### src/rtl/assert_macros.svh
// Assertion macros used by the top-level RTL file
`ifndef ASSERT_MACROS_SVH
`define ASSERT_MACROS_SVH

// Same-cycle implication, disabled while reset is asserted
`define ASSERT_IMPL(label, clk, rst_n, ante, cons) \
  label: assert property (@(posedge clk) disable iff (!rst_n) (ante) |-> (cons)) \
    else $error("assertion failed");

// Next-cycle implication, disabled while reset is asserted
`define ASSERT_NEXT(label, clk, rst_n, ante, cons) \
  label: assert property (@(posedge clk) disable iff (!rst_n) (ante) |=> (cons)) \
    else $error("assertion failed");

`endif

### src/rtl/dks_pkg.sv
// Package: DES key schedule types, permutation tables and helper functions
`timescale 1ns / 1ps

package dks_pkg;

  localparam int KeyW   = 64;
  localparam int HalfW  = 28;
  localparam int SubW   = 48;
  localparam int RoundW = 4;
  localparam logic [RoundW-1:0] LastRound = 4'd15;

  typedef enum logic [0:0] {
    ST_IDLE,
    ST_RUN
  } state_t;

  // Controller to datapath commands
  typedef struct packed {
    logic              load;
    logic              step;
    logic [RoundW-1:0] round;
  } dp_cmd_t;

  typedef logic [7:0] tab_entry_t;

  localparam tab_entry_t PC1_C [HalfW] = '{
    8'd57, 8'd49, 8'd41, 8'd33, 8'd25, 8'd17, 8'd9,  8'd1,  8'd58, 8'd50,
    8'd42, 8'd34, 8'd26, 8'd18, 8'd10, 8'd2,  8'd59, 8'd51, 8'd43, 8'd35,
    8'd27, 8'd19, 8'd11, 8'd3,  8'd60, 8'd52, 8'd44, 8'd36};

  localparam tab_entry_t PC1_D [HalfW] = '{
    8'd63, 8'd55, 8'd47, 8'd39, 8'd31, 8'd23, 8'd15, 8'd7,  8'd62, 8'd54,
    8'd46, 8'd38, 8'd30, 8'd22, 8'd14, 8'd6,  8'd61, 8'd53, 8'd45, 8'd37,
    8'd29, 8'd21, 8'd13, 8'd5,  8'd28, 8'd20, 8'd12, 8'd4};

  localparam tab_entry_t PC2 [SubW] = '{
    8'd14, 8'd17, 8'd11, 8'd24, 8'd1,  8'd5,  8'd3,  8'd28, 8'd15, 8'd6,
    8'd21, 8'd10, 8'd23, 8'd19, 8'd12, 8'd4,  8'd26, 8'd8,  8'd16, 8'd7,
    8'd27, 8'd20, 8'd13, 8'd2,  8'd41, 8'd52, 8'd31, 8'd37, 8'd47, 8'd55,
    8'd30, 8'd40, 8'd51, 8'd45, 8'd33, 8'd48, 8'd44, 8'd49, 8'd39, 8'd56,
    8'd34, 8'd53, 8'd46, 8'd42, 8'd50, 8'd36, 8'd29, 8'd32};

  function automatic logic [HalfW-1:0] pc1_c(input logic [KeyW-1:0] key);
    logic [HalfW-1:0] v;
    v = '0;
    for (int i = 0; i < HalfW; i++) begin
      v[HalfW-1-i] = key[KeyW - int'(PC1_C[i])];
    end
    return v;
  endfunction

  function automatic logic [HalfW-1:0] pc1_d(input logic [KeyW-1:0] key);
    logic [HalfW-1:0] v;
    v = '0;
    for (int i = 0; i < HalfW; i++) begin
      v[HalfW-1-i] = key[KeyW - int'(PC1_D[i])];
    end
    return v;
  endfunction

  function automatic logic [SubW-1:0] pc2(input logic [2*HalfW-1:0] cd);
    logic [SubW-1:0] k;
    k = '0;
    for (int i = 0; i < SubW; i++) begin
      k[SubW-1-i] = cd[2*HalfW - int'(PC2[i])];
    end
    return k;
  endfunction

  // Single-place rotate in rounds 0, 1, 8 and 15; two places otherwise
  function automatic logic single_rot(input logic [RoundW-1:0] round);
    return (round == 4'd0) || (round == 4'd1) || (round == 4'd8) || (round == 4'd15);
  endfunction

  function automatic logic [HalfW-1:0] rotl(input logic [HalfW-1:0] x, input logic one);
    return one ? {x[HalfW-2:0], x[HalfW-1]} : {x[HalfW-3:0], x[HalfW-1:HalfW-2]};
  endfunction

endpackage

### src/rtl/dks_ctrl.sv
// Controller: round sequencing, handshakes and output valid flag
`timescale 1ns / 1ps

module dks_ctrl (
  input  logic             clk,
  input  logic             rst_n,
  input  logic             in_tvalid,
  output logic             in_tready,
  output logic             out_tvalid,
  input  logic             out_tready,
  output dks_pkg::dp_cmd_t cmd
);

  dks_pkg::state_t                 state_r, state_nxt;
  logic [dks_pkg::RoundW-1:0]      round_r, round_nxt;
  logic                            out_valid_r, out_valid_nxt;
  logic                            step;
  logic                            accept;

  always_ff @(posedge clk) begin
    if (!rst_n) begin
      state_r     <= dks_pkg::ST_IDLE;
      round_r     <= '0;
      out_valid_r <= 1'b0;
    end else begin
      state_r     <= state_nxt;
      round_r     <= round_nxt;
      out_valid_r <= out_valid_nxt;
    end
  end

  always_comb begin
    state_nxt = state_r;
    round_nxt = round_r;
    step      = 1'b0;
    in_tready = 1'b0;
    unique case (state_r)
      dks_pkg::ST_IDLE: begin
        in_tready = 1'b1;
      end
      dks_pkg::ST_RUN: begin
        step = !out_valid_r || out_tready;
        // Next key may enter on the final round
        in_tready = step && (round_r == dks_pkg::LastRound);
        if (step) begin
          round_nxt = round_r + 4'd1;
          if (round_r == dks_pkg::LastRound) begin
            state_nxt = dks_pkg::ST_IDLE;
          end
        end
      end
      default: begin
        state_nxt = dks_pkg::ST_IDLE;
      end
    endcase
    accept = in_tvalid && in_tready;
    if (accept) begin
      state_nxt = dks_pkg::ST_RUN;
      round_nxt = '0;
    end
    if (step) begin
      out_valid_nxt = 1'b1;
    end else if (out_tready) begin
      out_valid_nxt = 1'b0;
    end else begin
      out_valid_nxt = out_valid_r;
    end
  end

  assign out_tvalid = out_valid_r;
  assign cmd.load   = accept;
  assign cmd.step   = step;
  assign cmd.round  = round_r;

endmodule

### src/rtl/dks_datapath.sv
// Datapath: C/D half registers, rotators, PC-1/PC-2 and output register
`timescale 1ns / 1ps

module dks_datapath (
  input  logic                         clk,
  input  logic [dks_pkg::KeyW-1:0]     key,
  input  dks_pkg::dp_cmd_t             cmd,
  output logic [dks_pkg::SubW-1:0]     sub_key,
  output logic [dks_pkg::RoundW-1:0]   sub_round,
  output logic                         sub_last
);

  logic [dks_pkg::HalfW-1:0]  c_r, c_nxt;
  logic [dks_pkg::HalfW-1:0]  d_r, d_nxt;
  logic [dks_pkg::HalfW-1:0]  c_rot, d_rot;
  logic [dks_pkg::SubW-1:0]   key_r;
  logic [dks_pkg::RoundW-1:0] round_r;
  logic                       last_r;
  logic                       one;

  always_comb begin
    one   = dks_pkg::single_rot(cmd.round);
    c_rot = dks_pkg::rotl(c_r, one);
    d_rot = dks_pkg::rotl(d_r, one);
    c_nxt = c_r;
    d_nxt = d_r;
    if (cmd.load) begin
      c_nxt = dks_pkg::pc1_c(key);
      d_nxt = dks_pkg::pc1_d(key);
    end else if (cmd.step) begin
      c_nxt = c_rot;
      d_nxt = d_rot;
    end
  end

  always_ff @(posedge clk) begin
    c_r <= c_nxt;
    d_r <= d_nxt;
    if (cmd.step) begin
      key_r   <= dks_pkg::pc2({c_rot, d_rot});
      round_r <= cmd.round;
      last_r  <= (cmd.round == dks_pkg::LastRound);
    end
  end

  assign sub_key   = key_r;
  assign sub_round = round_r;
  assign sub_last  = last_r;

endmodule

### src/rtl/des_round_key_generator_core.sv
// Top level: DES key schedule, one key in, sixteen round keys out
//
// Input channel in_*: one 64-bit DES key per item (bit 1 of the standard
// numbering at bit 63, parity bits ignored).
// Output channel out_*: sixteen items per key, round keys 0 to 15 in order.
// out_tdata carries the 48-bit round key, out_tuser the round number and
// out_tlast marks round 15.
// The key is loaded into the C/D half registers; each round then passes
// the shared rotate/PC-2 unit and is registered in the output register.
// The next key is taken in the cycle of round 15, so with a free-running
// receiver the round keys of successive keys follow without a gap.
// A stalled receiver freezes the round sequence; the finished round key
// waits in the output register. The last round key of a run may wait
// there while the next key is taken.
// Reset (rst_n low, synchronous) returns the controller to idle and drops
// out_tvalid; a run in progress is abandoned.
`timescale 1ns / 1ps
`include "assert_macros.svh"

module des_round_key_generator_core (
  input  logic        clk,
  input  logic        rst_n,
  input  logic        in_tvalid,
  output logic        in_tready,
  input  logic [63:0] in_tdata,   // [63:0] cipher_key
  output logic        out_tvalid,
  input  logic        out_tready,
  output logic [47:0] out_tdata,  // [47:0] round_key
  output logic [3:0]  out_tuser,  // [3:0] round_index
  output logic        out_tlast   // last_round
);

  dks_pkg::dp_cmd_t cmd;

  dks_ctrl u_ctrl (
    .clk        (clk),
    .rst_n      (rst_n),
    .in_tvalid  (in_tvalid),
    .in_tready  (in_tready),
    .out_tvalid (out_tvalid),
    .out_tready (out_tready),
    .cmd        (cmd)
  );

  dks_datapath u_dp (
    .clk       (clk),
    .key       (in_tdata),
    .cmd       (cmd),
    .sub_key   (out_tdata),
    .sub_round (out_tuser),
    .sub_last  (out_tlast)
  );

  `ASSERT_IMPL(a_last_is_round15, clk, rst_n, out_tvalid && out_tlast, out_tuser == 4'd15)
  `ASSERT_NEXT(a_rounds_advance, clk, rst_n, out_tvalid && out_tready && !out_tlast,
               out_tvalid && (out_tuser == $past(out_tuser) + 4'd1))
  `ASSERT_IMPL(a_ready_only_last_held, clk, rst_n, in_tready && out_tvalid && !out_tready,
               out_tlast)

endmodule
### config.mk
export PLATFORM = sky130hd
export DESIGN_NAME = des_round_key_generator_core
export DESIGN_NICKNAME = d
export VERILOG_FILES = /design/src/rtl/dks_pkg.sv /design/src/rtl/dks_ctrl.sv /design/src/rtl/dks_datapath.sv /design/src/rtl/des_round_key_generator_core.sv
export VERILOG_INCLUDE_DIRS = /design/src /design/src/rtl
export SDC_FILE = /design/constraint.sdc
export NUM_CORES = 1
export LEC_CHECK = 0
export BUFFER_PORTS_ARGS = -buffer_cell sky130_fd_sc_hd__buf_2
export CORE_MARGIN = 5
export CORE_UTILIZATION = 45
export CTS_CLUSTER_SIZE = 40
export DETAILED_ROUTE_END_ITERATION = 7
export PLACE_DENSITY_LB_ADDON = 0.05
export SYNTH_ARGS = -nofsm -noshare
export SYNTH_HDL_FRONTEND = slang
export SYNTH_SLANG_ARGS = --single-unit
### constraint.sdc
create_clock -name clk -period 5.55 [get_ports clk]
set_input_delay 0.2775 -clock clk [delete_from_list [all_inputs] [get_ports clk]]
set_output_delay 0.2775 -clock clk [all_outputs]
set_load 0.03 [all_outputs]
== Word level (Yosys, flattened, before mapping) ==
Cells that the tools add are included.
Storage, ports and cells
  register bits after elaboration: 115
  input bits: 68
  output and inout port bits: 55
  word-level logic and storage cells: 40
Operators by class
  add/sub/neg operators: 1
  equality and inequality tests: 3
  multiplexer cells: 14
  bitwise operators: 2
  reduce and logical (&&, ||, !) cells: 12
Operators by type and width (count)
  28-bit 2-to-1 mux: 6
  4-bit == test (second input constant): 2
  1-bit 2-to-1 mux: 7
  4-bit by 1-bit adder with 4-bit output (second input constant): 1
  4-bit by 1-bit == test with 1-bit output (second input constant): 1
  4-bit zero test: 1
  1-bit logical OR: 4
  2-bit nonzero test: 2
  1-bit logical AND: 2
  1-bit inverter: 2
  1-bit case mux with 2 select lines: 1
  2-bit AND reduction: 1
  2-bit OR reduction: 1
  1-bit zero test: 1

== Logic depth before layout (Yosys ltp) ==
Gate-level depths: netlist of the first run.
  word-level depth: 7
  depth in mapped cells: 8
  gate-level depth less buffers: 6

== Modules after synthesis ==
From an unflattened synthesis of the first run, not the netlist that was laid out.
Unflattened totals
  cells, all modules: 498
  area, all modules: 5891.9 um2
Modules (own cells, without submodules)
  dks_datapath: times used 1, cells each 462, area an instance 5559.1 um2, sequential area each 3273.1 um2
  dks_ctrl: times used 1, cells each 36, area an instance 332.8 um2, sequential area each 120.1 um2

== Least setup slack after synthesis of the first run ==
No wires, ideal clock.
  path kind: flip-flop to flip-flop
  from: register u_ctrl.round_r[0] (netlist bit)
  to: register u_dp.c_r[0] (netlist bit) (enable)
  library setup time: 415 ps
  arrival time: 2628 ps
  data required time: 5135 ps
  slack: 2507 ps
  stages on the path, launching flop included: 7
  buffers on the path: 1
  clock period less this slack: 3043 ps
  cell sequence: dfxtp_1 > ha_1 > nand3_1 > o21ai_2 > nand2_2 > buf_2 > nand2_1
Between the ends
  cells in the longest elaborated chain, start to end: 5
RTL lines
  from (decl): RTL line dks_ctrl.sv:15  | logic [dks_pkg::RoundW-1:0] round_r, round_nxt;
  from (signal assigned): RTL line dks_ctrl.sv:27  | round_r <= round_nxt;
  4-bit == test: RTL line dks_ctrl.sv:44  | in_tready = step && (round_r == dks_pkg::LastRound);
  1-bit logical AND: RTL line dks_ctrl.sv:44
  1-bit case mux with 2 select lines: RTL line dks_ctrl.sv:37  | unique case (state_r)
  via in_tready: RTL line des_round_key_generator_core.sv:24  | output logic in_tready,
  1-bit logical AND: RTL line dks_ctrl.sv:56  | accept = in_tvalid && in_tready;
  2-bit nonzero test (no line)
  to (signal assigned): RTL line dks_datapath.sv:37  | c_r <= c_nxt;
  to (decl): RTL line dks_datapath.sv:13  | logic [dks_pkg::HalfW-1:0] c_r, c_nxt;
The timed path passes the listed nets, and every way through them passes these cells.
A chain may end at the register's enable or synchronous reset.

== Worst setup path after layout of the first run ==
  from: register u_ctrl.round_r[0] (netlist bit)
  to: register u_dp.c_r[18] (netlist bit) (enable)
Between the ends
  cells in the longest elaborated chain, start to end: 5
RTL lines (RTL line)
  4-bit == test: dks_ctrl.sv:44
  1-bit logical AND: dks_ctrl.sv:44
  1-bit case mux with 2 select lines: dks_ctrl.sv:37
  1-bit logical AND: dks_ctrl.sv:56
  2-bit nonzero test (no line)
No other way between the ends.

==> metrics, run 1 <==
die height=117 um; Critical Path RT=5.65 ns; H-Tree Depth=4; register area share after synthesis=0.653; Post-Route Skew=0.00573 ns; clock share of power=0.387; final wirelength=9390 um; Via Count=2699; Max transition margin=0.274; Worst setup EP type=flop; synthesis-stage register bit count=115; Final setup viols=0; CTS max path bufs=2; Leak=0.00272 uW; cts hold-fix bufs=0; Fin. Hold Viols=0; crit path cell chain=ha_1 -> nand3_1 -> o21ai_2 -> nand2_4 -> nand2_2 -> buf_4; first-pass GRT wire length=15200 um; FF/Latch Area=3390 um^2; Post-Synthesis Cell Area=5190 um^2; PwrDens=398 nW/um^2; final period utilization=0.597; Pins Over Slew Limit=0; clk slew on worst S/H paths=0.05 ns; Worst setup SP type=flop; min-delay worst type=input port to flop; Die ar.=13800 um^2; Main synth FF type=edfxtp_1; post-CTS setup buffers=0; initial antenna violation count=0; WL per Instance=17.0 um; Area growth, synth to finish=23.7%; clock latency on the worst-skew pair=0.41 ns; GPL Wtd Cong=0.782; clock buffer count from CTS=17; Placed Instances=520; outcome=finished, final reports clean; Slew @ Worst Pin=1.09 ns; Filler cells=906; Worst EP arrival=3.42 ns; max cap viols=0; pre-CTS setup slack=2.15 ns; DIE WIDTH=117 um; FMAX=302 MHz; sequential cell fraction of total power=0.445; CP bufs+invs=1; synth unique cells=21; combinational group share of total power=0.168; ANT nets after route=0; Root Driver=clkbuf_16; asr flop ratio synth=0; layout cells sized above 1=0.610; vias per inst=4.90; Mapped Nets=342; Core ar.=11400 um^2; Yosys warning count=0; DR iter-0 viols=70; number of global-route vias before repair=2999; sw frac=0.233; nets=467; # diodes=0; Max FO, Critical Path=61; final setup TNS=0 ns; crit-path max cell delay=1.08 ns; footprint of the multi-input gates=1700 um^2; pin count of the biggest net entering global routing=62; cell count after synthesis=271; Max stage delay cell, worst path=nand2_2; Pint=1960 uW; number of flops mapped to enable cells by yosys=109; Tot GR Track Use=0.142; Synth Area per Inst=19.2 um^2; unrepaired setup endpoints after global routing=false; initial core utilization=0.457; PortBufs=114; DRC errors left=0; post_cts resized=0; worst vdd ir=244 uV; GRT overflow=0; CTS tree=yes; number of top-level pins=123; Sw Pwr=596 uW; Setup WS post-layout=2.23 ns; min Tclk post-route=3.32 ns; critical path's top delay family=simple AND/OR/NAND/NOR gates; Site Rows=39; fin cells=551; Detailed Place HPWL=6120 um; # clock sinks=115; first drt pass iteration count=4; WS Path Type=flop to flop; WHS=0.154 ns
## power by group through the flow
stage          combinational (uW)  sequential (uW)  clock (uW)
6_report                      429             1140         990
3_5_place_dp                  433             1160           0
4_1_cts                       436             1140        1010
5_1_grt                       461             1150        1060
3_3_place_gp                  429             1150           0
2_1_floorplan                 259             1220           0
## area by class of cell
type / instances / area share
Sequential cell: 115 / 0.528
Multi-Input combinational cell: 139 / 0.265
Timing Repair Buffer: 118 / 0.0935
Clock buffer: 22 / 0.0691
Tap cell: 143 / 0.0279
Clock inverter: 9 / 0.0138
Inverter: 5 / 0.00292
## per-layer routing
metal / track usage / part of all wire
met1: 0.160 / 0.42
met3: 0.0582 / 0.062
met5: 0 / 0
met2: 0.234 / 0.50
met4: 0.0653 / 0.018
## logic make-up (layout without fill, tap and decap cells)
logic type                 Yosys count  in the layout  share of synthesized area
buffers and inverters               17            154                     0.0212
and+or+nand+nor                     16             16                     0.0166
DFF                                115            115                      0.653
xor gates and xnor gates             3              3                    0.00506
adders and majority gates            3              3                    0.00723
muxes                              113            113                      0.290
AOI/OAI and AO/OA                    4              4                    0.00699
## placed cells by master (no fill, tap or decap), drive strengths merged
cell / n
inv: 5
mux2: 113
clkinv: 7
a22oi: 1
o21ai: 1
a21boi: 1
and3: 5
edfxtp: 109
dfxtp: 6
xnor2: 3
nor2: 1
clkbuf: 22
buf: 118
nand2b: 2
nand2: 4
bufinv: 2
nand3: 3
ha: 3
o21a: 1
nor2b: 1
## cells in the mapped netlist, types with 2 or more instances
cell type	number	share of area
nand2_1	3	0.0022
buf_2	7	0.0067
edfxtp_1	109	0.63
nand3_1	3	0.0029
mux2_2	43	0.093
inv_1	5	0.0036
dfxtp_1	6	0.023
mux2_1	8	0.017
xnor2_1	3	0.0051
mux2_4	62	0.18
buf_6	5	0.011
nand2b_1	2	0.0024
and3_1	5	0.0060
ha_1	3	0.0072
## metrics by stage
step | util | area (um^2) | power, uW
floorplan | - | 5190 | 1480
global placement | 0.518 | 5890 | 1580
detailed placement | 0.518 | 5890 | 1590
CTS | 0.565 | 6420 | 2590
global route | 0.565 | 6420 | 2670
finish | 0.565 | 6420 | 2560
## state kept, by name, summed over array words and instances (netlist names)
register           cells
u_ctrl.out_tvalid      1
u_ctrl.round_r         4
u_ctrl.state_r         1
u_dp.c_r              28
u_dp.d_r              28
u_dp.sub_key          48
u_dp.sub_last          1
u_dp.sub_round         4
## final timing paths
kind	cells past startpoint	startpoint	to	slack [ns]
min	2	rst_n	u_ctrl.out_tvalid	0.15
max reg2reg	6	u_ctrl.round_r[0]	u_dp.c_r[18]	2.23
min reg2reg	0	u_ctrl.round_r[1]	u_dp.sub_round[1]	0.52
max	6	u_ctrl.round_r[0]	u_dp.c_r[18]	2.23
No activity file was read; power rests on OpenSTA's default activity.
==> run 2, diff against run 1 <==
Settings changed: ABC_AREA set to 1.
Clock period 5.55 ns to 3.25 ns, I/O delays scaled along.
==> run 2 against run 1 <==
  * Synthesized cell count rose by 110%
  * Final cell count rose by 57%
  * Clock-buffer cell count rose by 10
  * Register-to-register slack got worse by 1.2 ns
  * Wire length rose by 34%
  * Non-clock buffer count rose by 7
  * Critical endpoint is now in_tready
  * Highest routed layer is now met5
==> metrics, run 2 <==
outcome=finished, final reports clean (unchanged); initial antenna violation count=1 (was 0); WS Path Type=flop to output pin (was flop to flop); Slew @ Worst Pin=0.667 ns (was 1.09 ns); final setup TNS=0 ns (unchanged); pin count of the biggest net entering global routing=59 (was 62); R2R Path Start=u_ctrl.round_r[0] (unchanged); Root Driver=clkbuf_16 (unchanged); first drt pass iteration count=5 (was 4); Filler cells=1140 (was 906); wl on met1=5830 um (was 3910 um); Post-Synthesis Cell Area=5600 um^2 (was 5190 um^2); Post-Route Skew=0.00462 ns (was 0.00573 ns); Worst setup EP type=output pin (was flop); met3 WL post-DR=743 um (was 578 um); H-Tree Depth=4 (unchanged); cts hold-fix bufs=0 (unchanged); min Tclk post-route=2.41 ns; PortBufs=114 (unchanged); min-delay worst type=input port to flop (unchanged); asr flop ratio synth=0 (unchanged); WHS=0.0192 ns (was 0.154 ns); area leader, netlist=edfxtp_1 (unchanged); clock buffer count from CTS=17 (unchanged); ANT nets after route=0 (unchanged); WL per Instance=14.6 um (was 17.0 um); # diodes=0 (unchanged); DIE WIDTH=122 um (was 117 um); FMAX=415 MHz; # clock sinks=115 (unchanged); initial core utilization=0.462 (was 0.457); Fin. Hold Viols=0 (unchanged); worst vdd ir=297 uV (was 244 uV); crit path cell chain=ha_1 -> inv_1 -> nor2_4 -> nand2_1 -> nand2_2 -> buf_4 -> buf_2 (was ha_1 -> nand3_1 -> o21ai_2 -> nand2_4 -> nand2_2 -> buf_4); post-CTS setup buffers=0 (unchanged); nets=757 (was 467); critical path's top delay family=buffers and inverters (was simple AND/OR/NAND/NOR gates); Worst setup SP type=flop (unchanged); Die ar.=14800 um^2 (was 13800 um^2); number of global-route vias before repair=4305 (was 2999); Placed Area=6270 um^2 (was 5890 um^2); Critical Path RT=3.09 ns (was 5.65 ns); DR iter-0 viols=432 (was 70); Core ar.=12100 um^2 (was 11400 um^2); most instantiated cells after synthesis=170 x nand3_1, 124 x nand2_1, 109 x edfxtp_1 (was 109 x edfxtp_1, 62 x mux2_4, 43 x mux2_2); vias per inst=4.99 (was 4.90); Mapped Nets=649 (was 342); max FFs per register=48 (unchanged); Yosys warning count=0 (unchanged); Main synth FF type=edfxtp_1 (unchanged); most common cell after layout, fill and taps aside=nand3_1 (was buf_2); final wirelength=12600 um (was 9390 um); CTS tree=yes (unchanged); PwrDens=641 nW/um^2 (was 398 nW/um^2); Synth area leaders=edfxtp_1 58%, nand3_1 15%, nand2_1 8.3% (was edfxtp_1 63%, mux2_4 18%, mux2_2 9.3%); GRT overflow=0 (unchanged); post_cts resized=0 (unchanged); Max transition margin=0.555 (was 0.274); CTS max path bufs=2 (unchanged); Worst Setup SP=u_ctrl.round_r[0] (unchanged); GPL Wtd Cong=0.762 (was 0.782); Max FO, Critical Path=58 (was 61); synth unique cells=19 (was 21); Detailed Place HPWL=7920 um (was 6120 um); most frequent cell after synthesis=nand3_1 (was edfxtp_1); Top Layer Used=met5 (was met4); Synth top area share=0.584 (was 0.630); Design Area, Final=6780 um^2 (was 6420 um^2); Synth Area per Inst=9.69 um^2 (was 19.2 um^2); DRC errors left=0 (unchanged); Via Count=4324 (was 2699); Area growth, synth to finish=21.1% (was 23.7%); Tot GR Track Use=0.181 (was 0.142); die height=122 um (was 117 um); Pins Over Slew Limit=0 (unchanged); number of top-level pins=123 (unchanged); unrepaired setup endpoints after global routing=false (unchanged); final period utilization=0.741; Max stage delay cell, worst path=buf_4 (was nand2_2); register area share after synthesis=0.606 (was 0.653); Hold Startpoint=rst_n (unchanged); CP bufs+invs=3 (was 1); layout cells sized above 1=0.220 (was 0.610); most frequent cells in the layout=170 x nand3_1, 121 x nand2_1, 114 x buf_2 (was 114 x buf_2, 109 x edfxtp_1, 62 x mux2_4); clk slew on worst S/H paths=0.05 ns (about the same); synthesis-stage register bit count=115 (unchanged); number of flops mapped to enable cells by yosys=109 (unchanged); metal2 WL=5840 um (was 4730 um); cell count after synthesis=578 (was 271); first-pass GRT wire length=20900 um (was 15200 um); Leak=0.00307 uW (was 0.00272 uW); clock latency on the worst-skew pair=0.41 ns (about the same); Worst EP arrival=2.25 ns (was 3.42 ns); Final setup viols=0 (unchanged); Site Rows=40 (was 39); max cap viols=0 (unchanged); crit-path max cell delay=0.54 ns (was 1.08 ns)
## run 2: stage by stage
stage | std cells | power [uW] | worst slack (ns) | utilization
3_3_place_gp | 835 | 2740 | 1.10 | 0.518
2_1_floorplan | 578 | 2550 | 0.421 | -
6_report | 867 | 4350 | 0.840 | 0.560
5_1_grt | 867 | 4580 | 0.666 | 0.560
4_1_cts | 867 | 4390 | 0.807 | 0.560
3_5_place_dp | 835 | 2760 | 1.07 | 0.518
## run 2: per-layer routing
metal	vias to the layer above	GRT usage
li1	2155	-
met1	2019	0.240
met4	2	0.0777
met5	-	0
met2	126	0.280
met3	22	0.0487
## run 2: cell type report
class                   count  area [um^2]  area share
inverters                  68          255      0.0376
multi-input cells         359         1750       0.257
clock buffers              32          512      0.0755
well taps                 168          210      0.0310
flip-flops and latches    115         3390       0.500
repair buffers            125          666      0.0982
## run 2: final timing paths
check | cells past startpoint | slack [ns] | end
worst max-delay path | 7 | 0.84 | in_tready
worst min-delay path | 3 | 0.02 | u_ctrl.state_r
worst max register to register | 7 | 1.05 | u_dp.sub_key[19]
worst min register to register | 0 | 0.49 | u_dp.sub_round[3]
## run 2: power by group
group,leakage (uW),total [uW],switching [uW],internal (uW)
clock network,0.000245,1620,586,1030
logic,0.00172,792,533,259
registers,0.00111,1930,45.3,1890
## run 2: tightest hold or removal path: stages
cell,delay [ns]
buf_2,0.11
inv_1,0.08
a21oi_2,0.03
## run 2: cells by family after synthesis
family                     count (synthesis)  share of synthesized area
and+or+nand+nor                          350                      0.296
DFF                                      115                      0.606
buffers and inverters                    104                     0.0840
AOI/OAI and AO/OA                          4                    0.00424
adders and majority gates                  3                    0.00670
xor gates and xnor gates                   2                    0.00313
